`src/rtl/core/kbd_mouse_packet_decoder_defines.svh`:
```
// ----------------------------------------------------------------------------
// kbd_mouse_packet_decoder assertion macros
// Shorthand for the concurrent checks at the end of the top level.
// ----------------------------------------------------------------------------
`ifndef KBD_MOUSE_PACKET_DECODER_DEFINES_SVH
`define KBD_MOUSE_PACKET_DECODER_DEFINES_SVH

// same-cycle implication
`define KBDM_ASSERT_IMPL(label, clk, rst, ante, cons) \
   label: assert property (@(posedge clk) disable iff (rst) (ante) |-> (cons)) \
      else $error("kbdm assertion failed");

// next-cycle implication
`define KBDM_ASSERT_NEXT(label, clk, rst, ante, cons) \
   label: assert property (@(posedge clk) disable iff (rst) (ante) |=> (cons)) \
      else $error("kbdm assertion failed");

`endif

```
`src/rtl/core/kbdm_pkg.sv`:
```
// ----------------------------------------------------------------------------
// kbdm_pkg
// Types and constants of the keyboard/mouse packet decoder.
// ----------------------------------------------------------------------------
package kbdm_pkg;

   localparam int FIFO_DEPTH = 256;
   localparam int PTR_W      = $clog2(FIFO_DEPTH);
   localparam int CNT_W      = $clog2(FIFO_DEPTH + 1);

   localparam int XLIM_W  = 10;
   localparam int YLIM_W  = 9;
   localparam int CSR_W   = 10;
   localparam int KEYS_W  = 9;
   localparam int RSP_D_W = 40;

   localparam logic [XLIM_W-1:0] X_LIMIT_RESET = 10'd632;
   localparam logic [YLIM_W-1:0] Y_LIMIT_RESET = 9'd392;

   localparam logic [7:0] HEADER_MIN = 8'hF8;
   localparam logic [7:0] KEY_LIMIT  = 8'h80;
   localparam int         BUTTON_BIT = 1;

   localparam logic OP_RX  = 1'b0;
   localparam logic OP_POP = 1'b1;

   localparam logic CSR_X_LIMIT = 1'b0;
   localparam logic CSR_Y_LIMIT = 1'b1;

   typedef enum logic [1:0] {
      PH_IDLE   = 2'd0,
      PH_HEADER = 2'd1,
      PH_XDELTA = 2'd2
   } phase_type;

endpackage

```
`src/rtl/core/kbdm_ram.sv`:
```
// ----------------------------------------------------------------------------
// kbdm_ram
// Simple dual-port RAM, one write and one registered read port.
// ----------------------------------------------------------------------------
module kbdm_ram #(
   parameter int WIDTH = 8,
   parameter int DEPTH = 256
) (
   input  logic                     clock,
   input  logic                     wr_en,
   input  logic [$clog2(DEPTH)-1:0] wr_addr,
   input  logic [WIDTH-1:0]         wr_data,
   input  logic                     rd_en,
   input  logic [$clog2(DEPTH)-1:0] rd_addr,
   output logic [WIDTH-1:0]         rd_data
);

   logic [WIDTH-1:0] mem [DEPTH];

   always_ff @(posedge clock) begin
      if (wr_en) begin
         mem[wr_addr] <= wr_data;
      end
      if (rd_en) begin
         rd_data <= mem[rd_addr];
      end
   end

endmodule

```
`src/rtl/core/kbd_mouse_packet_decoder.sv`:
```
// ----------------------------------------------------------------------------
// kbd_mouse_packet_decoder
// Keyboard-controller byte stream decoder: key FIFO and relative mouse.
// ----------------------------------------------------------------------------
// Usage:
//   req_* carries one item per handshake: req_tuser is the opcode (0 = byte
//   from the controller in req_tdata, 1 = pop the oldest key). Every item
//   gives exactly one result on rsp_*: key, pointer position, button and
//   the number of keys still queued after that item.
//   csr_we/csr_index/csr_wdata set the clamp ceilings (0 = x, 1 = y); write
//   them only while no item is in flight.
//   The key RAM read and the read stage load at the accepting edge; the
//   output register loads from them once it is free and drives rsp_tvalid.
//   Throughput is one item per cycle unless rsp_tready stalls; the key RAM
//   takes at most one write (push) or one read (pop) per item.
//   When rsp_tready is low the read stage and the output register hold up
//   to two results; req_tready drops only once both are full.
//   Reset (synchronous) clears the pointer, button, packet phase, FIFO
//   pointers and fill count and loads the default limits. The key RAM is
//   not cleared; only written entries are ever read.
// ----------------------------------------------------------------------------
`include "kbd_mouse_packet_decoder_defines.svh"

module kbd_mouse_packet_decoder (
   input  logic                         clock,
   input  logic                         reset,
   // request: tdata = rx_byte[7:0]; tuser = opcode
   input  logic                         req_tvalid,
   output logic                         req_tready,
   input  logic [7:0]                   req_tdata,
   input  logic                         req_tuser,
   // response: tdata = key_code[7:0], pointer_x[17:8], pointer_y[26:18],
   //   button_down[27], keys_waiting[36:28], zero[39:37]; tuser = key_valid
   output logic                         rsp_tvalid,
   input  logic                         rsp_tready,
   output logic [kbdm_pkg::RSP_D_W-1:0] rsp_tdata,
   output logic                         rsp_tuser,
   // configuration
   input  logic                         csr_we,
   input  logic                         csr_index,
   input  logic [kbdm_pkg::CSR_W-1:0]   csr_wdata
);

   import kbdm_pkg::*;

   logic [XLIM_W-1:0] x_limit_ff;
   logic [YLIM_W-1:0] y_limit_ff;

   phase_type         phase_ff, phase_in;
   logic [7:0]        header_ff, header_in;
   logic [7:0]        held_x_ff, held_x_in;
   logic [9:0]        pos_x_ff, pos_x_in;
   logic [8:0]        pos_y_ff, pos_y_in;
   logic              button_ff, button_in;
   logic [PTR_W-1:0]  rd_ptr_ff, rd_ptr_in;
   logic [PTR_W-1:0]  wr_ptr_ff, wr_ptr_in;
   logic [CNT_W-1:0]  fill_count_ff, fill_count_in;

   // read stage (RAM data lines up with it)
   logic              p1_valid_ff;
   logic              p1_key_valid_ff;
   logic [9:0]        p1_pos_x_ff;
   logic [8:0]        p1_pos_y_ff;
   logic              p1_button_ff;
   logic [KEYS_W-1:0] p1_keys_ff;

   // output register
   logic              out_valid_ff;
   logic [7:0]        out_key_ff;
   logic              out_key_valid_ff;
   logic [9:0]        out_pos_x_ff;
   logic [8:0]        out_pos_y_ff;
   logic              out_button_ff;
   logic [KEYS_W-1:0] out_keys_ff;

   logic              req_accept;
   logic              is_pop;
   logic              pop_hit;
   logic              push;
   logic              out_load;
   logic [7:0]        rd_data;
   logic [11:0]       sum_x;
   logic [10:0]       sum_y;
   logic [9:0]        clamp_x;
   logic [8:0]        clamp_y;

   assign out_load   = !out_valid_ff || rsp_tready;
   assign req_tready = !p1_valid_ff || out_load;
   assign req_accept = req_tvalid && req_tready;
   assign is_pop     = (req_tuser == OP_POP);
   assign pop_hit    = req_accept && is_pop && (fill_count_ff != '0);
   assign push       = req_accept && !is_pop && (phase_ff != PH_HEADER)
                       && (phase_ff != PH_XDELTA) && (req_tdata < KEY_LIMIT)
                       && (fill_count_ff < CNT_W'(FIFO_DEPTH));

   // signed delta added on a widened unsigned position; top bit flags < 0
   assign sum_x = {2'b00, pos_x_ff} + {{4{held_x_ff[7]}}, held_x_ff};
   assign sum_y = {2'b00, pos_y_ff} + {{3{req_tdata[7]}}, req_tdata};

   always_comb begin
      if (sum_x[11]) begin
         clamp_x = '0;
      end else if (sum_x[10:0] > {1'b0, x_limit_ff}) begin
         clamp_x = x_limit_ff;
      end else begin
         clamp_x = sum_x[9:0];
      end
      if (sum_y[10]) begin
         clamp_y = '0;
      end else if (sum_y[9:0] > {1'b0, y_limit_ff}) begin
         clamp_y = y_limit_ff;
      end else begin
         clamp_y = sum_y[8:0];
      end
   end

   // packet phase next state
   always_comb begin
      phase_in = phase_ff;
      if (req_accept && !is_pop) begin
         case (phase_ff)
            PH_HEADER: phase_in = PH_XDELTA;
            PH_XDELTA: phase_in = PH_IDLE;
            default: begin
               phase_in = (req_tdata >= HEADER_MIN) ? PH_HEADER : PH_IDLE;
            end
         endcase
      end
   end

   // packet datapath
   always_comb begin
      header_in = header_ff;
      held_x_in = held_x_ff;
      pos_x_in  = pos_x_ff;
      pos_y_in  = pos_y_ff;
      button_in = button_ff;
      if (req_accept && !is_pop) begin
         case (phase_ff)
            PH_HEADER: held_x_in = req_tdata;
            PH_XDELTA: begin
               pos_x_in  = clamp_x;
               pos_y_in  = clamp_y;
               button_in = header_ff[BUTTON_BIT];
            end
            default: begin
               if (req_tdata >= HEADER_MIN) begin
                  header_in = req_tdata;
               end
            end
         endcase
      end
   end

   // FIFO bookkeeping
   always_comb begin
      rd_ptr_in     = rd_ptr_ff;
      wr_ptr_in     = wr_ptr_ff;
      fill_count_in = fill_count_ff;
      if (pop_hit) begin
         rd_ptr_in     = (rd_ptr_ff == PTR_W'(FIFO_DEPTH - 1)) ? '0 : rd_ptr_ff + 1'b1;
         fill_count_in = fill_count_ff - 1'b1;
      end else if (push) begin
         wr_ptr_in     = (wr_ptr_ff == PTR_W'(FIFO_DEPTH - 1)) ? '0 : wr_ptr_ff + 1'b1;
         fill_count_in = fill_count_ff + 1'b1;
      end
   end

   // a pop never targets the entry written in the same cycle: fill_count > 0
   kbdm_ram #(
      .WIDTH (8),
      .DEPTH (FIFO_DEPTH)
   ) u_key_ram (
      .clock   (clock),
      .wr_en   (push),
      .wr_addr (wr_ptr_ff),
      .wr_data (req_tdata),
      .rd_en   (pop_hit),
      .rd_addr (rd_ptr_ff),
      .rd_data (rd_data)
   );

   always_ff @(posedge clock) begin
      if (reset) begin
         x_limit_ff <= X_LIMIT_RESET;
         y_limit_ff <= Y_LIMIT_RESET;
      end else if (csr_we) begin
         case (csr_index)
            CSR_X_LIMIT: x_limit_ff <= csr_wdata[XLIM_W-1:0];
            CSR_Y_LIMIT: y_limit_ff <= csr_wdata[YLIM_W-1:0];
            default: ;
         endcase
      end
   end

   always_ff @(posedge clock) begin
      if (reset) begin
         phase_ff      <= PH_IDLE;
         header_ff     <= '0;
         held_x_ff     <= '0;
         pos_x_ff      <= '0;
         pos_y_ff      <= '0;
         button_ff     <= 1'b0;
         rd_ptr_ff     <= '0;
         wr_ptr_ff     <= '0;
         fill_count_ff <= '0;
      end else begin
         phase_ff      <= phase_in;
         header_ff     <= header_in;
         held_x_ff     <= held_x_in;
         pos_x_ff      <= pos_x_in;
         pos_y_ff      <= pos_y_in;
         button_ff     <= button_in;
         rd_ptr_ff     <= rd_ptr_in;
         wr_ptr_ff     <= wr_ptr_in;
         fill_count_ff <= fill_count_in;
      end
   end

   always_ff @(posedge clock) begin
      if (reset) begin
         p1_valid_ff  <= 1'b0;
         out_valid_ff <= 1'b0;
      end else begin
         if (req_accept) begin
            p1_valid_ff <= 1'b1;
         end else if (out_load) begin
            p1_valid_ff <= 1'b0;
         end
         if (out_load) begin
            out_valid_ff <= p1_valid_ff;
         end
      end
   end

   always_ff @(posedge clock) begin
      if (req_accept) begin
         p1_key_valid_ff <= pop_hit;
         p1_pos_x_ff     <= pos_x_in;
         p1_pos_y_ff     <= pos_y_in;
         p1_button_ff    <= button_in;
         p1_keys_ff      <= KEYS_W'(fill_count_in);
      end
      if (out_load && p1_valid_ff) begin
         out_key_ff       <= p1_key_valid_ff ? rd_data : 8'h00;
         out_key_valid_ff <= p1_key_valid_ff;
         out_pos_x_ff     <= p1_pos_x_ff;
         out_pos_y_ff     <= p1_pos_y_ff;
         out_button_ff    <= p1_button_ff;
         out_keys_ff      <= p1_keys_ff;
      end
   end

   assign rsp_tvalid = out_valid_ff;
   assign rsp_tuser  = out_key_valid_ff;
   assign rsp_tdata  = {3'b000, out_keys_ff, out_button_ff, out_pos_y_ff,
                        out_pos_x_ff, out_key_ff};

   `KBDM_ASSERT_IMPL(a_fill_bound, clock, reset, 1'b1, fill_count_ff <= CNT_W'(FIFO_DEPTH))
   `KBDM_ASSERT_NEXT(a_pop_stage, clock, reset, pop_hit, p1_valid_ff && p1_key_valid_ff)
   `KBDM_ASSERT_NEXT(a_pop_count, clock, reset, pop_hit, fill_count_ff == $past(fill_count_ff) - 1'b1)

endmodule

```
`config.mk`:
```
export PLATFORM = sky130hd
export DESIGN_NAME = kbd_mouse_packet_decoder
export DESIGN_NICKNAME = d
export VERILOG_FILES = /design/src/rtl/core/kbdm_pkg.sv /design/src/rtl/core/kbdm_ram.sv /design/src/rtl/core/kbd_mouse_packet_decoder.sv
export VERILOG_INCLUDE_DIRS = /design/src /design/src/rtl/core
export SDC_FILE = /design/constraint.sdc
export NUM_CORES = 2
export LEC_CHECK = 0
export BUFFER_PORTS_ARGS = -buffer_cell sky130_fd_sc_hd__buf_2
export CORE_MARGIN = 8
export CORE_UTILIZATION = 45
export CTS_CLUSTER_SIZE = 40
export DETAILED_ROUTE_END_ITERATION = 12
export GPL_TIMING_DRIVEN = 0
export SLEW_MARGIN = 5
export SYNTH_ARGS = -nofsm -noshare
export SYNTH_HDL_FRONTEND = slang
export SYNTH_HIERARCHICAL = 1
export SYNTH_SLANG_ARGS = --single-unit
```
`constraint.sdc`:
```
create_clock -name clock -period 5.43 [get_ports clock]
set_input_delay 0.543 -clock clock [delete_from_list [all_inputs] [get_ports clock]]
set_output_delay 0.543 -clock clock [all_outputs]
set_load 0.01 [all_outputs]
```
# Word level (Yosys, flattened, before mapping)
# Memories as Yosys holds them, arrays and structs flattened. A register that Yosys moved wholly into a read port is not among the register bits.
# Index checks and enable logic that the tools add are counted.
# word_totals
ram_bits	2048
output_inout_bits	43
inputBits	25
wordCells	87
mem_count	1
reg_bits	146
# classes
n_eq_ne	6
mux	20
order_cmp	5
bitwise	3
addsub	6
n_reduce_logical	22
# memory_table
name	depth	word_bits	rd	rd_clocked_by_memory_dff	write_ports	line_no	rtl
u_key_ram.mem	256	8	1	1	1	kbdm_ram.sv:18	logic [WIDTH-1:0] mem [DEPTH];
# ops
operator	n
2-to-1 mux 9 bit	6
2-to-1 mux 10 bit	4
adder 8 x 1 -> 8 bit, second input constant	2
== test 8 bit, second input constant	2
2-to-1 mux 8 bit	2
adder 11 x 8 -> 12 bit	1
adder 10 x 8 -> 11 bit	1
> comparator 11 x 10 -> 1 bit	1
> comparator 10 x 9 -> 1 bit	1
adder 9 x 1 -> 9 bit, second input constant	1
logical AND 1 bit	9
less-than comparator 9 bit, second input constant	1
nonzero test 9 bit	1
subtractor 9 x 1 -> 9 bit, second input constant	1
greater-or-equal comparator 8 bit, second input constant	1
less-than comparator 8 bit, second input constant	1
AND reduction 2 bit	4
2-to-1 mux 1 bit	7
one-hot mux 2 bit (2 select lines)	1
zero test 1 bit	3
NOT 1 bit	3
AND reduction 3 bit	1
== test 2 x 1 -> 1 bit, second input constant	1
== test 2 bit, second input constant	1
other kinds (5)	6

# Depth between registers and ports, before layout
# logic_depth
word_depth	11
depth_mapped	17
mapped_depth_nobuf	16

# By module
# The synthesis kept the hierarchy.
# by_module_without_submodules
module	n_inst	cells_each	seq_area_each_um2	area_per_inst_um2
kbdm_ram	1	3733	61739.2	79636.4
kbd_mouse_packet_decoder	1	677	3583.4	6970.4

# Least setup slack after synthesis
# Ideal clock, no wire load.
# synth_timing
path_kind	input-to-reg
startpoint	in rsp_tready
endpoint	reg out_button_ff, enable pin
path_stages	2
path_slack_ps	1559
path_buffers	0
arrival_ps	3380
setup_ps	491
t_required_ps	4939
path_cell_list	inv_1 > a21boi_0
# synth_between
elab_chain_cells	2
# synth_rtl
element	line_no	rtl
start: declaration	kbd_mouse_packet_decoder.sv:35	input logic rsp_tready,
logical OR 1 bit	kbd_mouse_packet_decoder.sv:87	assign out_load = !out_valid_ff || rsp_tready;
logical AND 1 bit	kbd_mouse_packet_decoder.sv:244	if (out_load && p1_valid_ff) begin
end signal: assignment	kbd_mouse_packet_decoder.sv:249	out_button_ff <= p1_button_ff;
end: declaration	kbd_mouse_packet_decoder.sv:73	logic out_button_ff;
# Every way passes these cells.
# A chain may end at the register's enable or synchronous reset.

# Final worst setup path
# layout_timing
startpoint	in req_tdata[7]
endpoint	mem u_key_ram.mem[35][1], enable pin
# layout_between
elab_chain_cells	5
# layout_rtl
element	line_no	rtl
start: declaration	kbd_mouse_packet_decoder.sv:30	input logic [7:0] req_tdata,
less-than comparator 8 bit	kbd_mouse_packet_decoder.sv:93	&& (phase_ff != PH_XDELTA) && (req_tdata < KEY_LIMIT)
logical AND 1 bit	kbd_mouse_packet_decoder.sv:93	
logical AND 1 bit	kbd_mouse_packet_decoder.sv:94	&& (fill_count_ff < CNT_W'(FIFO_DEPTH));
via push	kbd_mouse_packet_decoder.sv:79	logic push;
2-to-1 mux 1 bit	kbdm_ram.sv:21	if (wr_en) begin
2-to-1 mux 1 bit (not written as such)	kbdm_ram.sv:22	mem[wr_addr] <= wr_data;
end: declaration	kbdm_ram.sv:18	
# The timed path passes the listed nets, and every way through them passes these cells.

==> metrics <==
maxcap violations=1; clk sinks=2201; routed vias=47060; die width=454.7 um; failing checks=max-capacitance violations; Setup-failing EPs final=0; slowest cell on the critical path=nor2_1; Root Buffer=clkbuf_16; largest net degree at the start of global routing=140; RSZ-0062 raised after global routing=yes; ys flop type=edfxtp_1; Distinct cells, synth=81; Switching Share=0.2505; Row Count=161; Iteration-0 DRC Markers=6522; Arr. time, crit path=5.88 ns; Final Util=0.5100; measured slew at the worst slew-check pin=1.489 ns; routed len/inst=35.49 um; Syn Area/Cell=19.64 um2; total track usage=0.2509; post-synthesis async set-or-reset flop share=0; CP max stage delay=0.97 ns; Seq/Total Area, Yosys=0.7542; worst path bufs/invs=6; Internal=29.67 mW; initial core utilization=0.4511; Max Fclk=184.2 MHz; DRC=0; drt first pass iters=9; min cycle time layout=5.428 ns; CTS Buf Count=221; Die Y=454.7 um; Ys Warns=6; total design power=39.58 mW; pre-CTS setup slack=-0.1684 ns; crit-path cells=dlygate4sd3_1 -> buf_8 -> buf_16 -> or4_1 -> nor2_1 -> buf_2 -> clkbuf_1 -> nand4_1 -> clkbuf_2 -> nor2_1; Comb pwr share=0.147; Synth Register Bits=2201; post-CTS setup buffer count=0; Worst EP required=5.88 ns; port bufs=63; cell area after layout=0.09792 mm2; share of post-route cells with drive strength above 1=0.2063; DP Area=0.09071 mm2; Leak=29.89 nW; Post-synth EDFFs=2124; Startpoint Class=primary input; gpl congestion=0.9196; I/O pin total=68; Clock Skew=0.04026 ns; fin crit share=0.9996; Clk pwr share=0.378; Worst Hold Class=in -> reg; critical-path maximum fanout=123; Post-Synthesis Cells=4410; final WL=264.2 mm; full die area=0.2068 mm2; Max-slew headroom=0.007212; final net count=4803; Net Switching=9.916 mW; worst vdd ir=0.0002977 V; Antenna Nets Post-Route=0; Via density=6.320; first-pass GRT wire length=360.9 mm; initial antenna violation count=11; maximum clock insertion buffer count=3; Setup CP Type=in -> reg; clk slew on worst S/H paths=0.06 ns; CP most frequent cell=nor2_1; Hold WS=0.08834 ns; core footprint=0.1920 mm2; post-DP HPWL=177.4 mm; clock latency on the worst-skew pair=0.86 ns; status=finished, violations left; top cell family by delay on the critical path=buffers and inverters; setup ws final=0.002062 ns; mapped cell area=0.08661 mm2; crit path capture type=flip-flop; P&R area growth vs syn=13.06%; final hold vios=0; Max H-tree Level=4; Reg power frac=0.475; Slew Viols, Final=0; pwr dens=404.2 mW/mm2; GRT overflow=0; number of global-route vias before repair=45250; CTS tree=yes
-- final cells by class --
cell class,count,area (um2)
antenna,4,10.01
buffer,254,1590
clock buffer,281,5828
clock inverter,128,1225
fill,15340,94060
inverter,43,161.4
multi-input combinational,1914,19610
sequential,2201,65320
tap,2526,3161
timing repair buffer,95,1008
-- power groups by stage --
stage          Sequential (mW)  Clock (mW)  Combinational [mW]
2_1_floorplan             19.1           0                3.60
3_3_place_gp              19.2           0                5.72
6_report                  18.8        15.0                5.82
3_5_place_dp              19.2           0                5.80
4_1_cts                   18.8        15.2                5.82
5_1_grt                   18.8        15.8                6.00
-- cell usage after synthesis (4+ instances only) --
| master | count | area, um2 |
|---|---|---|
| buf_4 | 32 | 240.2 |
| ha_1 | 46 | 575.6 |
| a31oi_1 | 6 | 37.54 |
| o32ai_1 | 4 | 35.03 |
| mux2i_1 | 161 | 1612 |
| nor4_1 | 25 | 156.4 |
| buf_1 | 23 | 86.33 |
| o22ai_1 | 35 | 219.0 |
| o211ai_1 | 12 | 90.09 |
| xor2_1 | 10 | 87.58 |
| nand4_1 | 18 | 112.6 |
| a211o_1 | 7 | 61.31 |
| o21ai_1 | 8 | 40.04 |
| buf_12 | 8 | 160.2 |
| clkbuf_1 | 121 | 454.2 |
| o21ai_0 | 53 | 265.3 |
| and2_1 | 19 | 118.9 |
| nand2b_1 | 9 | 56.30 |
| a22o_1 | 8 | 70.07 |
| nand2_1 | 116 | 435.4 |
| dfxtp_1 | 77 | 1541 |
| and3_1 | 4 | 25.02 |
| nor2_1 | 335 | 1257 |
| xnor2_1 | 23 | 201.4 |
| nand3_1 | 44 | 220.2 |
| inv_1 | 42 | 157.7 |
| nand3b_1 | 9 | 67.56 |
| a22oi_1 | 134 | 1006 |
| o221ai_1 | 48 | 420.4 |
| or2_2 | 6 | 37.54 |
| buf_2 | 35 | 175.2 |
| o22a_1 | 6 | 52.55 |
| buf_6 | 22 | 247.7 |
| a221oi_1 | 14 | 122.6 |
| mux4_2 | 454 | 10220 |
| a21oi_1 | 129 | 645.6 |
| o21a_1 | 10 | 75.07 |
| nor2b_1 | 49 | 306.5 |
| a211oi_1 | 19 | 142.6 |
| edfxtp_1 | 2124 | 63780 |
| buf_8 | 13 | 195.2 |
| nor3_1 | 25 | 125.1 |
-- worst paths after layout --
check	start	endpoint	slack, ns	depth (start not counted)
max	req_tdata[7]	u_key_ram/mem[35][1]	0.002	10
min	rsp_tready	rsp_tvalid	0.09	4
max reg2reg	rd_ptr_ff[1]	u_key_ram/rd_data[6]	0.26	9
min reg2reg	p1_pos_y_ff[6]	out_pos_y_ff[6]	0.42	0
-- metal layers --
| layer | global-route usage | part of all wire | vias to the layer above |
|---|---|---|---|
| li1 | - | - | 18790 |
| met4 | 0.1193 | 0.056 | 8 |
| met3 | 0.06911 | 0.11 | 605 |
| met5 | 0 | 0.00016 | - |
| met1 | 0.3356 | 0.38 | 25000 |
| met2 | 0.3837 | 0.45 | 2657 |
-- worst min-delay path: cells and delay by family --
family / cells / cell delay [ns]
compound gates: 1 / 0.15
buf+inv: 2 / 0.14
simple gates: 1 / 0.05
-- cell families (layout without fill, tap and decap cells) --
logic type	count (synthesis)	count (layout)	synth area share
buffers and inverters	297	801	0.01986
adders and majority gates	48	48	0.007108
other	1	7	0.00004330
and+or+nand+nor	686	686	0.03644
DFF	2201	2201	0.7542
AOI/OAI and AO/OA	526	526	0.04156
muxes	618	618	0.1374
xor gates and xnor gates	33	33	0.003337
-- metrics by stage --
step / instances / setup TNS [ns]
after floorplan: 4412 / 0
after global placement: 7001 / -4518.61
after detailed placement: 7021 / -5.497
after CTS: 7442 / 0
after global routing: 7442 / -6.264
final: 7446 / 0
-- cells in the final DEF (no fill, tap or decap), types with 25 or more instances in the layout --
cell / netlist / routed
o22ai_1: 35 / 35
nor3_1: 25 / 25
buf_4: 32 / 33
clkinv_2: 0 / 44
nor2_1: 335 / 327
ha_1: 46 / 46
o21ai_0: 53 / 53
mux4_2: 454 / 454
nand3_1: 44 / 44
clkbuf_16: 0 / 223
inv_1: 42 / 42
clkinv_1: 1 / 44
o221ai_1: 48 / 48
nor2b_1: 49 / 49
mux2i_1: 161 / 161
a21oi_1: 129 / 129
a22oi_1: 134 / 134
edfxtp_1: 2124 / 2124
buf_2: 35 / 93
dfxtp_1: 77 / 77
nand2_1: 116 / 116
clkbuf_1: 121 / 154
-- flip-flops by register name, summed over array words and instances, names as in the netlist, 10 cells and up --
name           cells
out_pos_x_ff      10
p1_pos_x_ff       10
pos_x_ff          10
u_key_ram/mem   2048
x_limit_ff        10
-- timing repair --
action,in CTS,in global routing
hold buffers,12,0
setup endpoints to repair,0,106
hold endpoints to repair,26,0
resized for setup,0,8
Note: power is estimated with default switching activity, not from simulation.
